[src/hw/rtl/block_jump_chain_table_defines.svh]
// Assertion helpers, clocked on clk_i, off while in reset.
`ifndef BLOCK_JUMP_CHAIN_TABLE_DEFINES_SVH
`define BLOCK_JUMP_CHAIN_TABLE_DEFINES_SVH

// Property that must hold at every edge.
`define BJCT_ASSERT(lbl, prop, msg) \
  lbl: assert property (@(posedge clk_i) disable iff (!rst_ni) (prop)) else $error(msg);

// Consequent that must hold in the cycle after the antecedent.
`define BJCT_ASSERT_NEXT(lbl, ante, cons, msg) \
  lbl: assert property (@(posedge clk_i) disable iff (!rst_ni) (ante) |=> (cons)) \
    else $error(msg);

`endif

[src/hw/rtl/bjct_pkg.sv]
package bjct_pkg;

  localparam int unsigned TableDepthDef = 1024;
  localparam int unsigned BlockSizeDef  = 32;

  localparam int unsigned PosW    = 10;
  localparam int unsigned StrideW = 11;
  localparam int unsigned LenW    = 11;
  localparam int unsigned TgtW    = 12;
  localparam int unsigned CntW    = 11;

  localparam logic [CntW-1:0] CountMax = '1;
  localparam logic [LenW-1:0] LengthRst = 11'd1024;

  typedef enum logic {
    CMD_SET   = 1'b0,
    CMD_QUERY = 1'b1
  } bjct_cmd_e;

  typedef struct packed {
    bjct_cmd_e           cmd;
    logic [PosW-1:0]     pos;
    logic [StrideW-1:0]  stride;
    logic [PosW-1:0]     base;
  } bjct_item_t;

  typedef enum logic [1:0] {
    FR_IDLE,
    FR_DIV,
    FR_BASE,
    FR_PUSH
  } bjct_front_state_e;

  typedef enum logic [3:0] {
    ST_IDLE,
    ST_SET_WR,
    ST_SET_LINK,
    ST_LOOP_RD,
    ST_LOOP_CHK,
    ST_LOOP_WR,
    ST_Q_RD,
    ST_Q_BLK,
    ST_Q_STR,
    ST_OUT
  } bjct_back_state_e;

endpackage

[src/hw/rtl/bjct_fifo.sv]
module bjct_fifo import bjct_pkg::*; (
  input  logic       clk_i,
  input  logic       rst_ni,
  input  logic       push_i,
  input  bjct_item_t data_i,
  output logic       full_o,
  input  logic       pop_i,
  output logic       valid_o,
  output bjct_item_t data_o
);

  bjct_item_t slot_q [2];
  logic       wptr_q, wptr_d;
  logic       rptr_q, rptr_d;
  logic [1:0] cnt_q, cnt_d;
  logic       do_push, do_pop;

  assign do_push = push_i && (cnt_q != 2'd2);
  assign do_pop  = pop_i && (cnt_q != 2'd0);

  always_comb begin
    wptr_d = wptr_q ^ do_push;
    rptr_d = rptr_q ^ do_pop;
    cnt_d  = cnt_q + {1'b0, do_push} - {1'b0, do_pop};
  end

  always_ff @(posedge clk_i or negedge rst_ni) begin
    if (!rst_ni) begin
      wptr_q <= 1'b0;
      rptr_q <= 1'b0;
      cnt_q  <= 2'd0;
    end else begin
      wptr_q <= wptr_d;
      rptr_q <= rptr_d;
      cnt_q  <= cnt_d;
    end
  end

  always_ff @(posedge clk_i) begin
    if (do_push) begin
      slot_q[wptr_q] <= data_i;
    end
  end

  assign full_o  = (cnt_q == 2'd2);
  assign valid_o = (cnt_q != 2'd0);
  assign data_o  = slot_q[rptr_q];

endmodule

[config.mk]
export PLATFORM = sky130hd
export DESIGN_NAME = bjct_fifo
export DESIGN_NICKNAME = d
export VERILOG_FILES = /design/src/hw/rtl/block_jump_chain_table_defines.svh /design/src/hw/rtl/bjct_pkg.sv /design/src/hw/rtl/bjct_fifo.sv
export SDC_FILE = /design/constraint.sdc
export NUM_CORES = 1
export LEC_CHECK = 0
export ABC_AREA = 1
export CELL_PAD_IN_SITES_DETAIL_PLACEMENT = 0
export CELL_PAD_IN_SITES_GLOBAL_PLACEMENT = 1
export CORE_MARGIN = 4
export CORE_UTILIZATION = 53
export CTS_CLUSTER_SIZE = 12
export DETAILED_ROUTE_END_ITERATION = 6
export DONT_BUFFER_PORTS = 1
export HOLD_SLACK_MARGIN = 0.15
export PLACE_DENSITY_LB_ADDON = 0.1
export SKIP_LAST_GASP = 1
export SLEW_MARGIN = 20
export SYNTH_ARGS = -nofsm -noshare
export SYNTH_HDL_FRONTEND = slang
export SYNTH_SLANG_ARGS = --single-unit
[constraint.sdc]
create_clock -name clk_i -period 5.1 [get_ports clk_i]
set_input_delay 0.255 -clock clk_i [delete_from_list [all_inputs] [get_ports clk_i]]
set_output_delay 0.255 -clock clk_i [all_outputs]
set_load 0.005 [all_outputs]
* Yosys cells after proc, flatten, opt, wreduce, memory -nomap -nowiden *
Memory sizes are Yosys's and may differ from the RTL's.
Index checks and enable logic that the tools add are counted.

word-level totals
  register bits after elaboration = 4
  memory bits (writable) = 64
  input port bits = 36
  memories kept = 1

memory list
  name    words  width  rd ports  clocked after memory_dff  write ports  RTL line         source
  slot_q  2      32     1         0                         1            bjct_fifo.sv:12  bjct_item_t slot_q [2];

cells by class
  add/subtract/negate cells = 2
  equal/unequal tests = 2
  mux-type cells = 2
  bitwise logic cells = 2
  reduce and logical (&&, ||, !) cells = 3

operators with widths
  cell                                           number
  2-bit by 1-bit adder with 2-bit output         1
  2-bit == test (second input constant)          1
  1-bit logical AND                              2
  1-bit two-way mux                              2
  2-bit inequality test (second input constant)  1
  2-bit nonzero test                             1
  2-bit by 1-bit subtractor with 2-bit output    1
  1-bit XOR                                      2

* Longest topological paths before layout *
  depth after elaboration = 4
  gate-level depth with buffers = 10
  gate-level depth less buffers = 10

* Worst setup path after synthesis *
OpenSTA, ideal clock, no wires.

  path type = register to register
  start = reg cnt_q[1]
  end = mem slot_q[1][0] (netlist name) (enable)
  data arrival time = 1,460 ps
  path slack = 3,248 ps
  cell stages (with the launch flop) = 5
  path buffers = 0
  period minus slack after synthesis = 1,852 ps
  path through = dfrtp_1 > inv_1 > o21ai_0 > inv_1 > ha_1

on the way
  longest elaborated chain between the ends = 4

ends and longest elaborated chain
  item                                     RTL line         source
  start: declaration                       bjct_fifo.sv:15  logic [1:0] cnt_q, cnt_d;
  start signal: assignment                 bjct_fifo.sv:35  cnt_q <= cnt_d;
  2-bit inequality test                    bjct_fifo.sv:18  assign do_push = push_i && (cnt_q != 2'd2);
  1-bit logical AND                        bjct_fifo.sv:18
  1-bit two-way mux                        bjct_fifo.sv:40  if (do_push) begin
  1-bit two-way mux (implied by the code)  bjct_fifo.sv:41  slot_q[wptr_q] <= data_i;
  end: declaration                         bjct_fifo.sv:12

No other way between the ends.

* Worst setup path in the final report *
  start = reg cnt_q[1]
  end = mem slot_q[0][21] (netlist name) (enable)

The elaborated chain is that of the path after synthesis.

==> run metrics <==
max incr delay on CP 610 ps; post_cts resized 0; hold_buf cts 34; Crit path required time 5110 ps; largest net degree at the start of global routing 34; initial antenna violation count 0; Syn Inst Count 198; Die W 78.4 µm; fin. max-slew vios 0; WP data arrival 2020 ps; post-CTS setup buffer count 0; vias per cell 4.78; Top-Level Pins 70; clk slew on worst S/H paths 70 ps; Setup crit end kind flop; worst slack, placed 3060 ps; vias in the first global route 1514; synthesized flop and latch total 68; number of routed nets with antenna violations 0; CTS tree built; clk root buf clkbuf_8; Leak 1.29 nW; Setup Viol. Count Final 0; Setup CP Type flop to flop; vias 1481; number of buffers added on ports 0; worst hold path class input pin to async pin; core area 4750 µm²; Fin Clk Skew 7.03 ps; die area 6150 µm²; status complete, no violations; Max-Slew Margin vs Limit 53.6%; CTS max path bufs 2; ordered cell list for the critical path inv_1, o21ai_0, inv_1, ha_1, buf_4; Mapped Avg Cell Area 13.3 µm²; Syn. warnings 0; initial drt markers 83; post-DR wirelength/cell 14.5 µm; drt total wl 4490 µm; FMAX 0.498 GHz; All-Layer GR Usage 16.4%; total grt overflow 0; H-tree Lvls 3; routability cong. 0.689; Max FO, Critical Path 17; Period Utilization, post-route 39.3%; pwr dens 514 nW/µm²; final period demand of the worst path 2010 ps; share of post-route cells with drive strength above 1 11.5%; post-synth cell types 13; nets@finish 279; critical path launch point type flop; Row Count 25; Remaining DRCs 0; DP HPWL 2760 µm; ANT cells 0; first-pass GRT wire length 7400 µm; Synthesized Nets 238; setup ws final 3090 ps; DRT Pass-1 Iters 4; fill count 369; slowest CP cell ha_1; area of the mapped netlist 2630 µm²; CTS Buf Count 9; sequential fraction of the synthesis area 77.0%; initial cell density of the core 55.2%; Clk Latency, worst-skew pair 320 ps; VDD IR max 0.000327 V; P&R area growth vs syn 21.2%; RSZ-0062 raised after global routing no; final hold violation count 0; Sink Count 68; worst slew pin tran 697 ps; setup TNS 0 ps; Die H 78.4 µm; crit-path most repeated cell inv_1; max cap viols 0
[worst max-delay path: cells and delay by family (launching register included)]
family,cells,cell delay (ps)
AOI/OAI and AO/OA,1,120
DFF,1,380
adders and majority gates,1,610
buffers and inverters,3,580
[sequential cells by signal, summed over array words and instances (netlist names)]
register and count:
rptr_q 1, slot_q 64, wptr_q 1, cnt_q 2
[cell usage after synthesis, drive strengths merged]
master | instances | area (µm²)
nand2 | 105 | 419
edfxtp | 64 | 1920
inv | 10 | 45.0
buf | 7 | 71.3
dfrtp | 4 | 100
ha | 4 | 50.1
nand3 | 2 | 10.0
nor2 | 1 | 3.75
o21ai | 1 | 5.00
[final cells by class]
class                           count  area (µm²)  area share (%)
Clock buffer                        9         124            3.89
Sequential cell                    68        2020            63.5
Multi-Input combinational cell    113         488            15.3
Clock inverter                      6        56.3            1.77
Tap cell                           67        83.8            2.63
Timing Repair Buffer               37         363            11.4
Inverter                           10        45.0            1.42
[final timing paths]
| check | startpoint | end | slack [ps] | cells past startpoint |
|---|---|---|---|---|
| worst max-delay path | cnt_q[1] | slot_q[0][21] | 3090 | 5 |
| worst min-delay path | rst_ni | cnt_q[0] | 200 | 1 |
| worst max register to register | cnt_q[1] | slot_q[0][21] | 3090 | 5 |
| worst min register to register | cnt_q[0] | cnt_q[0] | 560 | 1 |
| max in group asynchronous | rst_ni | rptr_q | 4720 | 1 |
| min in group clk_i | push_i | wptr_q | 300 | 4 |
[metal layers]
layer / global-route usage [%] / part of all wire [%] / up-vias
met5: 0 / 0 / -
met4: 9.62 / 1.7 / 0
met3: 6.08 / 6.0 / 6
met2: 26.5 / 52 / 49
met1: 18.8 / 41 / 690
li1: - / - / 736
[where the power goes]
part | internal, mW | switching [mW] | leakage (nW)
logic | 0.119 | 0.295 | 0.557
registers | 0.766 | 0.0530 | 0.643
clock network | 0.219 | 0.185 | 0.0923
total | 1.10 | 0.532 | 1.29
[logic make-up after synthesis]
group	synth area share, %
buf+inv	4.43
fa+ha+maj	1.91
simple gates	16.5
flops	77.0
compound gates	0.190
[through the flow]
stage                     instance area (µm²)  hold WS (ps)  total power [mW]  cells  util, %
after floorplan                          2630         -40.6              1.17    198        -
after global placement                   2660         -40.5              1.21    261     56.0
after detailed placement                 2660         -40.5              1.23    261     56.0
after CTS                                3180           187              1.66    310     66.9
after global routing                     3180           198              1.76    310     66.9
final                                    3180           203              1.64    310     66.9
[cell usage in the layout, fill, tap and decap left out]
cell           Yosys  layout
buf_4              3       3
bufinv_16          0       1
clkbuf_8           0       9
clkinv_1           0       1
clkinv_2           0       3
clkinvlp_4         0       1
dfrtp_1            4       4
dlygate4sd3_1      0      34
edfxtp_1          64      64
ha_1               4       4
inv_1              9       9
inv_8              1       1
nand2_1           95      95
nand2_2           10      10
nand3_1            2       2
nor2_1             1       1
o21ai_0            1       1
Power figures use the tool's default switching activity.
