File: src/hw/rtl/block_jump_chain_table_defines.svh
// Assertion helpers, clocked on clk_i, off while in reset.
`ifndef BLOCK_JUMP_CHAIN_TABLE_DEFINES_SVH
`define BLOCK_JUMP_CHAIN_TABLE_DEFINES_SVH

// Property that must hold at every edge.
`define BJCT_ASSERT(lbl, prop, msg) \
  lbl: assert property (@(posedge clk_i) disable iff (!rst_ni) (prop)) else $error(msg);

// Consequent that must hold in the cycle after the antecedent.
`define BJCT_ASSERT_NEXT(lbl, ante, cons, msg) \
  lbl: assert property (@(posedge clk_i) disable iff (!rst_ni) (ante) |=> (cons)) \
    else $error(msg);

`endif

File: src/hw/rtl/bjct_pkg.sv
package bjct_pkg;

  localparam int unsigned TableDepthDef = 1024;
  localparam int unsigned BlockSizeDef  = 32;

  localparam int unsigned PosW    = 10;
  localparam int unsigned StrideW = 11;
  localparam int unsigned LenW    = 11;
  localparam int unsigned TgtW    = 12;
  localparam int unsigned CntW    = 11;

  localparam logic [CntW-1:0] CountMax = '1;
  localparam logic [LenW-1:0] LengthRst = 11'd1024;

  typedef enum logic {
    CMD_SET   = 1'b0,
    CMD_QUERY = 1'b1
  } bjct_cmd_e;

  typedef struct packed {
    bjct_cmd_e           cmd;
    logic [PosW-1:0]     pos;
    logic [StrideW-1:0]  stride;
    logic [PosW-1:0]     base;
  } bjct_item_t;

  typedef enum logic [1:0] {
    FR_IDLE,
    FR_DIV,
    FR_BASE,
    FR_PUSH
  } bjct_front_state_e;

  typedef enum logic [3:0] {
    ST_IDLE,
    ST_SET_WR,
    ST_SET_LINK,
    ST_LOOP_RD,
    ST_LOOP_CHK,
    ST_LOOP_WR,
    ST_Q_RD,
    ST_Q_BLK,
    ST_Q_STR,
    ST_OUT
  } bjct_back_state_e;

endpackage

File: src/hw/rtl/bjct_front.sv
module bjct_front import bjct_pkg::*; #(
  parameter int unsigned TableDepth = TableDepthDef,
  parameter int unsigned BlockSize  = BlockSizeDef
) (
  input  logic               clk_i,
  input  logic               rst_ni,
  input  logic               in_valid_i,
  output logic               in_stall_o,
  input  logic               command_i,
  input  logic [PosW-1:0]    position_i,
  input  logic [StrideW-1:0] stride_i,
  output logic               push_o,
  output bjct_item_t         item_o,
  input  logic               full_i
);

  // floor(p / BlockSize) as p * ceil(2^K / BlockSize) >> K, exact for p < 2^PosW
  localparam int unsigned RecK  = 2 * PosW + 1;
  localparam int unsigned Recip = ((1 << RecK) + BlockSize - 1) / BlockSize;
  localparam int unsigned RecW  = RecK + 1;
  localparam int unsigned ProdW = PosW + RecW;

  bjct_front_state_e state_q, state_d;
  bjct_item_t        item_q, item_d;
  logic [PosW-1:0]   quot_q, quot_d;
  logic              accept, in_table;
  logic [ProdW-1:0]  prod;
  logic [PosW+11-1:0] base_full;

  assign in_table = (32'(position_i) < TableDepth);
  assign accept   = in_valid_i && !in_stall_o;
  assign prod      = ProdW'(item_q.pos) * ProdW'(Recip);
  assign base_full = (PosW + 11)'(quot_q) * (PosW + 11)'(BlockSize);

  always_comb begin
    state_d = state_q;
    case (state_q)
      FR_IDLE: if (accept && in_table) state_d = FR_DIV;
      FR_DIV:  state_d = FR_BASE;
      FR_BASE: state_d = FR_PUSH;
      FR_PUSH: if (!full_i) state_d = FR_IDLE;
      default: state_d = FR_IDLE;
    endcase
  end

  always_comb begin
    item_d     = item_q;
    quot_d     = quot_q;
    in_stall_o = (state_q != FR_IDLE);
    push_o     = (state_q == FR_PUSH);
    case (state_q)
      FR_IDLE: begin
        if (accept) begin
          item_d.cmd    = bjct_cmd_e'(command_i);
          item_d.pos    = position_i;
          // a zero stride is stored as one
          item_d.stride = (stride_i == '0) ? StrideW'(1) : stride_i;
          item_d.base   = '0;
        end
      end
      FR_DIV:  quot_d = PosW'(prod >> RecK);
      FR_BASE: item_d.base = base_full[PosW-1:0];
      default: ;
    endcase
  end

  always_ff @(posedge clk_i or negedge rst_ni) begin
    if (!rst_ni) begin
      state_q <= FR_IDLE;
    end else begin
      state_q <= state_d;
    end
  end

  always_ff @(posedge clk_i) begin
    item_q <= item_d;
    quot_q <= quot_d;
  end

  assign item_o = item_q;

endmodule

File: config.mk
export PLATFORM = sky130hd
export DESIGN_NAME = bjct_front
export DESIGN_NICKNAME = d
export VERILOG_FILES = /design/src/hw/rtl/block_jump_chain_table_defines.svh /design/src/hw/rtl/bjct_pkg.sv /design/src/hw/rtl/bjct_front.sv
export SDC_FILE = /design/constraint.sdc
export NUM_CORES = 1
export LEC_CHECK = 0
export ABC_AREA = 1
export BUFFER_PORTS_ARGS = -buffer_cell sky130_fd_sc_hd__buf_2
export CORE_ASPECT_RATIO = 0.8
export CORE_UTILIZATION = 25
export CTS_CLUSTER_SIZE = 10
export DETAILED_ROUTE_END_ITERATION = 6
export SETUP_SLACK_MARGIN = 0.1
export SLEW_MARGIN = 0
export SYNTH_ARGS = -nofsm -noshare
export SYNTH_HDL_FRONTEND = slang
export SYNTH_SLANG_ARGS = --single-unit
File: constraint.sdc
create_clock -name clk_i -period 2.5 [get_ports clk_i]
set_input_delay 0.375 -clock clk_i [delete_from_list [all_inputs] [get_ports clk_i]]
set_output_delay 0.375 -clock clk_i [all_outputs]
set_load 0.05 [all_outputs]
Word level (Yosys, flattened, before mapping)
Cells that the tools add are included.
- memory bits (writable): 0
- memories kept: 0
- logic and storage cells: 25
- memory bits (read-only): 0
- flip-flop bits (word level): 39
- bits in latches: 0
- shifts and indexed selects: 0
- order comparisons: 0
- equality and inequality tests: 5
- muxes and demuxes: 5
- bitwise operators: 0
- multiply operators: 0
- $add $sub $neg: 0
- div/mod/pow operators: 0
- reductions and logical operators: 9
- operators with widths (operator ; count):
    10-bit case mux with 2 select lines ; 1
    11-bit logical NOT ; 1
    10-bit two-way mux ; 1
    2-bit case mux with 4 select lines ; 1
    2-bit AND reduction ; 3
    2-bit equality test (second input constant) ; 2
    2-bit two-way mux ; 2
    2-bit != test (second input constant) ; 2
    2-bit nonzero test ; 2
    2-bit by 1-bit equality test with 1-bit output (second input constant) ; 1
    2-bit logical NOT ; 1
    1-bit logical AND ; 1
    1-bit logical NOT ; 1

Depth between registers and ports, before layout
Gate-level depths: netlist (run 1).
- word-level depth: 5
- depth in mapped cells: 6
- gate-level depth less buffers: 6

Least setup slack after synthesis (run 1)
Ideal clock, no wire load.
- path type: reg2reg
- start: reg state_q[0]
- end: reg item_q (netlist bit item_o[10]), enable pin
- data arrival time: 1.176 ns
- cell stages (with the launch flop): 5
- path buffers: 0
- slack: 0.947 ns
- path through: dfrtp_1 > inv_1 > ha_1 > nand2_1 > inv_1
- word-level cells in the longest chain between the ends: 4
- elaborated cells between the ends (all ways): 5
- RTL lines (item ; line ; RTL):
    start, declared ; bjct_front.sv:23 ; bjct_front_state_e state_q, state_d;
    start signal, assigned ; bjct_front.sv:71 ; state_q <= state_d;
    2-bit nonzero test ; bjct_front.sv:49 ; in_stall_o = (state_q != FR_IDLE);
    1-bit logical NOT ; bjct_front.sv:31 ; assign accept = in_valid_i && !in_stall_o;
    1-bit logical AND ; bjct_front.sv:31 ;
    2-bit AND reduction (no line) * ; -- ;
    end signal, assigned ; bjct_front.sv:76 ; item_q <= item_d;
    end, declared ; bjct_front.sv:24 ; bjct_item_t item_q, item_d;
Mark *: on every way between the ends. The rest lies on a longest branch, timed or not.
A chain may end at the register's enable or synchronous reset.

Worst setup path in the final report (run 1)
- start: reg state_q[0]
- end: out in_stall_o
- word-level cells in the longest chain between the ends: 1
- RTL lines (item ; line ; RTL):
    2-bit nonzero test ; bjct_front.sv:49 ;
    end, declared ; bjct_front.sv:8 ; output logic in_stall_o,
Every way passes these cells.

==> impl_metrics.tcl, run 1 <==
set metrics [dict create \
    status "finished, final reports clean" \
    area.growth.synth_to_final_pct 29.74 \
    reg2reg_from "state_q[1]" \
    min_path_cells 1 \
    grt_pass1_vias 765 \
    numCtsBuffers 5 \
    core_area_um2 5036 \
    cp_slowest_cell "dfrtp_1" \
    arrival_ns 1.33 \
    routed_wl_mm 2.258 \
    start_util_pct 26.06 \
    worstSetupEndpointType "output pin" \
    p_sw_mw 0.8797 \
    ys_types 13 \
    synth_warnings 0 \
    rr_worst_depth 5 \
    drive_above_1_share_pct 43.84 \
    crit_chain "inv_1, ha_1, inv_2, buf_2" \
    die_h_um 66.81 \
    grt_max_degree 23 \
    critical-path-top-delay-family "buffers and inverters" \
    worstSetupPathType "flip-flop to output pin" \
    powerDensity_nw_per_um2 1207 \
    seqCellArea_um2 1011 \
    num_io_pins 60 \
    via_per_inst 3.736 \
    fin_crit_sh_pct 68.28 \
    yosysSeqAreaShare_pct 77.03 \
    crit_required_ns 2.12 \
    multi_input_area_um2 196.4 \
    n_fill_cell 514 \
    gp_congestion 0.6735 \
    slowest_delay_ns 0.39 \
    syn_avg_cell_area_um2 14.11 \
    pwr-share-seq_pct 42.4 \
    rsz0062_at_grt "no" \
    fp.dieW_um 83.01 \
    start_kind "flip-flop" \
    root_buffer "clkbuf_8" \
    setup_viol 0 \
    holdPathEnd "item_o[28]" \
    ir_worst_vdd_mv 0.5468 \
    cp.depth 4 \
    p_int_mw 1.176 \
    path_buf_inv 3 \
    leakage_nw 0.7714 \
    hold_ws_ns 0.2703 \
    p_clk_share_pct 18.6 \
    maxCapViolations 0 \
    clock_latency_ns 0.27 \
    place_hpwl_mm 1.681 \
    hp-start "position_i[7]" \
    drt_iter0_drc 13 \
    clock_sinks 34 \
    antenna_found_initial 0 \
    cts.reportedPaths.clkPinSlew_ns 0.07 \
    avgRoutedWirePerCell_um 10.86 \
    die_area_um2 5545 \
    final_nets 176 \
    clock_path_buffers 2 \
    ant_nets 0 \
    fin_crit_ns 1.707 \
    fmax_ghz 0.5858 \
    hold_viol 0 \
    syn_inst 93 \
    antenna_cells 0 \
    grt-ovfl-total 0 \
    netSwitchingFraction_pct 42.80 \
    p_comb_share_pct 39.0 \
    synth_area_um2 1313 \
    io_buffers 54 \
    worstHoldPathType "input pin to flip-flop" \
    grt_pass1_wl_mm 3.567 \
    cts_tree "done" \
    globalRouteTotalUtil_pct 8.802 \
    htreeDepth 2 \
    r2r_slack_ns 1.06 \
    ys_seq_elements 34 \
    finClkSkew_ns 0.001099 \
    fin_tns_setup_ns 0 \
    dr.pass1.iters 4 \
    drc 0 \
    num_vias 777 \
    worstPathMaxFanout 4 \
    slew_violations 0 \
    rows 23 \
    reg2reg_to "item_o[13]" \
]
[how the worst max path moves through the flow]
| stage | endpoint | slack [ns] | start |
|---|---|---|---|
| 2_1_floorplan | item_o[10] | 0.95 | state_q[0] |
| 3_3_place_gp | item_o[14] | 1.07 | state_q[0] |
| 3_5_place_dp | item_o[16] | 1.05 | state_q[0] |
| 4_1_cts | in_stall_o | 0.78 | state_q[0] |
| 5_1_grt | in_stall_o | 0.72 | state_q[0] |
| 6_report | in_stall_o | 0.79 | state_q[0] |
[final cells by class]
class / instances / share of cell area, %
sequential: 34 / 59.37
clock buffer: 5 / 4.041
tap: 62 / 4.555
clock inverter: 3 / 0.9552
timing repair buffer: 56 / 16.90
inverter: 12 / 2.645
multi-input combinational: 36 / 11.54
[worst reg2reg max path: stages (launching register included)]
cell and delay (ns):
dfrtp_1 0.42, inv_1 0.11, ha_1 0.18, nand2_1 0.07, inv_1 0.06, buf_4 0.28
[cell usage after synthesis, drive strengths merged]
master / instances / area [µm²]
edfxtp: 32 / 960.9
nand2: 15 / 56.30
inv: 12 / 45.04
clkbuf: 10 / 37.54
nor2: 7 / 26.28
buf: 5 / 37.54
ha: 5 / 62.56
o21ai: 3 / 26.28
dfrtp: 2 / 50.05
and2: 1 / 6.260
conb: 1 / 3.750
[cell families (layout without fill, tap and decap cells)]
kind of cell | Yosys count | count (layout) | share of synthesized area [%]
AOI/OAI and AO/OA | 3 | 3 | 2.002
adders and majority gates | 5 | 5 | 4.766
buffers and inverters | 27 | 76 | 9.152
DFF | 34 | 34 | 77.03
other | 1 | 5 | 0.2857
and+or+nand+nor | 23 | 23 | 6.769
[layout by cell type (no fill, tap or decap)]
| cell type | count |
|---|---|
| and2_0 | 1 |
| nor2_1 | 7 |
| conb_1 | 5 |
| buf_4 | 1 |
| clkinv_2 | 1 |
| dfrtp_1 | 2 |
| dlygate4sd3_1 | 1 |
| buf_2 | 54 |
| o21ai_4 | 1 |
| clkinvlp_4 | 1 |
| edfxtp_1 | 32 |
| inv_1 | 11 |
| clkinv_1 | 1 |
| clkbuf_8 | 5 |
| inv_2 | 1 |
| o21ai_0 | 2 |
| nand2_1 | 15 |
| ha_1 | 5 |
[through the flow]
step	power, mW	worst slack [ns]	area [µm²]	cells	util (%)
after floorplan	1.517	0.9474	1328	97	-
after global placement	1.689	1.074	1608	199	31.93
after detailed placement	1.697	1.049	1608	199	31.93
after CTS	2.087	0.7764	1703	208	33.81
after global routing	2.171	0.7158	1703	208	33.81
final	2.055	0.7931	1703	208	33.81
[power by group through the flow]
stage | sequential (mW) | clock, mW | combinational [mW]
after floorplan | 1.23 | 0 | 0.285
after global placement | 0.882 | 0 | 0.807
after detailed placement | 0.888 | 0 | 0.809
after CTS | 0.875 | 0.399 | 0.813
after global routing | 0.889 | 0.422 | 0.860
final | 0.872 | 0.382 | 0.801
[state kept, by name, indices dropped and copies added, names as in the netlist]
name / flops
item_o: 27
quot_q: 5
state_q: 2
[repair_timing]
| item | CTS | global route |
|---|---|---|
| hold buffers | 1 | 0 |
| buffers inserted | 0 | 0 |
| gates resized for setup | 0 | 0 |
| hold endpoints to repair | 2 | 0 |
[layer usage]
metal | part of all wire (%) | vias to the layer above | track usage (%)
li1 | - | 387 | -
met1 | 40 | 350 | 9.311
met2 | 47 | 36 | 13.52
met3 | 12 | 4 | 5.824
met4 | 1.5 | 0 | 4.526
met5 | 0 | - | 0
Note: power is estimated with default switching activity, not from simulation.
==> inputs of run 2 (changes only) <==
==> constraint.sdc (replaced) <==
create_clock -name clk_i -period 1.6 [get_ports clk_i]
set_input_delay 0.24 -clock clk_i [delete_from_list [all_inputs] [get_ports clk_i]]
set_output_delay 0.24 -clock clk_i [all_outputs]
set_load 0.05 [all_outputs]
==> run 2 against run 1 <==
  * Core utilization is 1.1 points higher
  * Die area stayed put
  * Cell count is 1.9% higher
  * Via count is 0.13% higher
  * Critical path type unchanged
  * Largest cell class unchanged
  * Critical path depth stayed put
  * Sequential cell count stayed put
  * Register-to-register slack worse by 0.83 ns
  * Sequential share of layout area is 1.9 points lower
  * Critical endpoint unchanged
==> impl_metrics.tcl, run 2 (synthesis results as in run 1) <==
set metrics [dict create \
    num_vias 778 \
    antenna_cells 0 \
    powerDensity_nw_per_um2 1909 \
    via_per_inst 3.670 \
    io_buffers 54 \
    grt_pass1_wl_mm 3.263 \
    largest_reg_flops 27 \
    num_io_pins 60 \
    place_hpwl_mm 1.662 \
    routed_wl_mm 2.218 \
    htreeDepth 2 \
    finClkSkew_ns 0.006112 \
    die_area_um2 5545 \
    p_sw_mw 1.410 \
    globalRouteTotalUtil_pct 8.326 \
    clock_latency_ns 0.28 \
    grt_pass1_vias 746 \
    p_clk_share_pct 17.8 \
    fin_tns_setup_ns 0 \
    holdPathEnd "item_o[26]" \
    worstPathMaxFanout 4 \
    avgRoutedWirePerCell_um 10.46 \
    gp_congestion 0.6965 \
    clock_path_buffers 2 \
    r2r_slack_ns 0.23 \
    dr.pass1.iters 4 \
    drt_iter0_drc 6 \
    core_area_um2 5036 \
    clock_sinks 34 \
    crit_required_ns 1.36 \
    cpMostUsedCell "inv_2" \
    start_util_pct 26.06 \
    n_fill_cell 482 \
    fin_crit_sh_pct 90.57 \
    p_total_mw 3.358 \
    start_kind "flip-flop" \
    dp.cells 199 \
    worstSetupEndpointType "output pin" \
    status "finished, final reports clean" \
    fmax_ghz 0.6901 \
    layout_commonest_cell "buf_2" \
    worstHoldPathType "input pin to flip-flop" \
    min_path_cells 1 \
    reg2reg_to "item_o[22]" \
    cts_tree "done" \
    crit_chain "inv_2, ha_1, inv_2, buf_8" \
    p_comb_share_pct 41.6 \
    rr_worst_depth 5 \
    pwr-share-seq_pct 40.6 \
    p_int_mw 1.948 \
    slew_violations 0 \
    arrival_ns 1.21 \
    rows 23 \
    grt-ovfl-total 0 \
    setup_viol 0 \
    numCtsBuffers 5 \
    netSwitchingFraction_pct 41.99 \
    drive_above_1_share_pct 46.67 \
    root_buffer "clkbuf_8" \
    drc 0 \
    ant_nets 0 \
    instances_no_fill 212 \
    area.growth.synth_to_final_pct 34.03 \
    postLayoutCoreUtil_pct 34.93 \
    fin_crit_ns 1.449 \
    cp_slowest_cell "dfrtp_1" \
    hp-start "position_i[5]" \
    antenna_found_initial 0 \
    final_nets 180 \
    reg2reg_from "state_q[1]" \
    cts.reportedPaths.clkPinSlew_ns 0.07 \
    die_h_um 66.81 \
    final_cell_mix "buf_2, edfxtp_1, nand2_1" \
    grt_max_degree 23 \
    rsz0062_at_grt "no" \
    hold_viol 0 \
    maxCapViolations 0 \
    slowest_delay_ns 0.41 \
    ir_worst_vdd_mv 0.8731 \
    leakage_nw 0.7885 \
    worstSetupPathType "flip-flop to output pin" \
    fp.dieW_um 83.01 \
]
[run 2: worst max-delay path: cells and delay by family, from the launching register on]
family | cells | cell delay, ns
flip-flops | 1 | 0.41
buffers and inverters | 3 | 0.31
adder cells (fa/ha/maj) | 1 | 0.22
[run 2: metal layers]
layer	up-vias	global-route usage (%)	part of all wire, %
met5	-	0	0
met1	337	9.133	42
met2	43	11.07	42
li1	394	-	-
met4	0	5.172	1.1
met3	4	6.568	15
[run 2: area by class of cell]
class / count / area [µm²] / share of cell area, %
Timing Repair Buffer: 60 / 340.3 / 19.35
Inverter: 12 / 48.80 / 2.774
Sequential cell: 34 / 1011 / 57.47
Tap cell: 62 / 77.57 / 4.410
Clock buffer: 5 / 68.82 / 3.912
Clock inverter: 3 / 16.27 / 0.9246
Multi-Input combinational cell: 36 / 196.4 / 11.17
[run 2: power by group through the flow]
stage | clock, mW | combinational, mW | sequential (mW)
2_1_floorplan | 0 | 0.451 | 1.92
3_3_place_gp | 0 | 1.29 | 1.38
3_5_place_dp | 0 | 1.29 | 1.39
4_1_cts | 0.622 | 1.32 | 1.37
5_1_grt | 0.662 | 1.49 | 1.39
6_report | 0.598 | 1.40 | 1.36
[run 2: worst max path at each step]
stage                     startpoint         end  slack (ns)  depth (start not counted)
after floorplan           state_q[0]  item_o[10]        0.16                          4
after global placement    state_q[0]  item_o[18]        0.23                          5
after detailed placement  state_q[0]  item_o[27]        0.22                          5
after CTS                 state_q[0]  in_stall_o        0.10                          4
after global routing      state_q[0]  in_stall_o        0.09                          4
final                     state_q[0]  in_stall_o        0.15                          4
[run 2: what timing repair did]
action | CTS | global route
setup endpoints to repair | 1 | 1
hold buffers | 1 | 0
hold endpoints to repair | 2 | 0
resized for setup | 2 | 2
setup buffers | 0 | 4
[run 2: metrics by stage]
step / instance area [µm²] / hold WS, ns / worst slack (ns)
2_1_floorplan: 1331 / -0.05559 / 0.1582
3_3_place_gp: 1624 / 0.03656 / 0.2306
3_5_place_dp: 1624 / 0.03290 / 0.2160
4_1_cts: 1725 / 0.1188 / 0.1029
5_1_grt: 1759 / 0.1107 / 0.08792
6_report: 1759 / 0.1313 / 0.1509
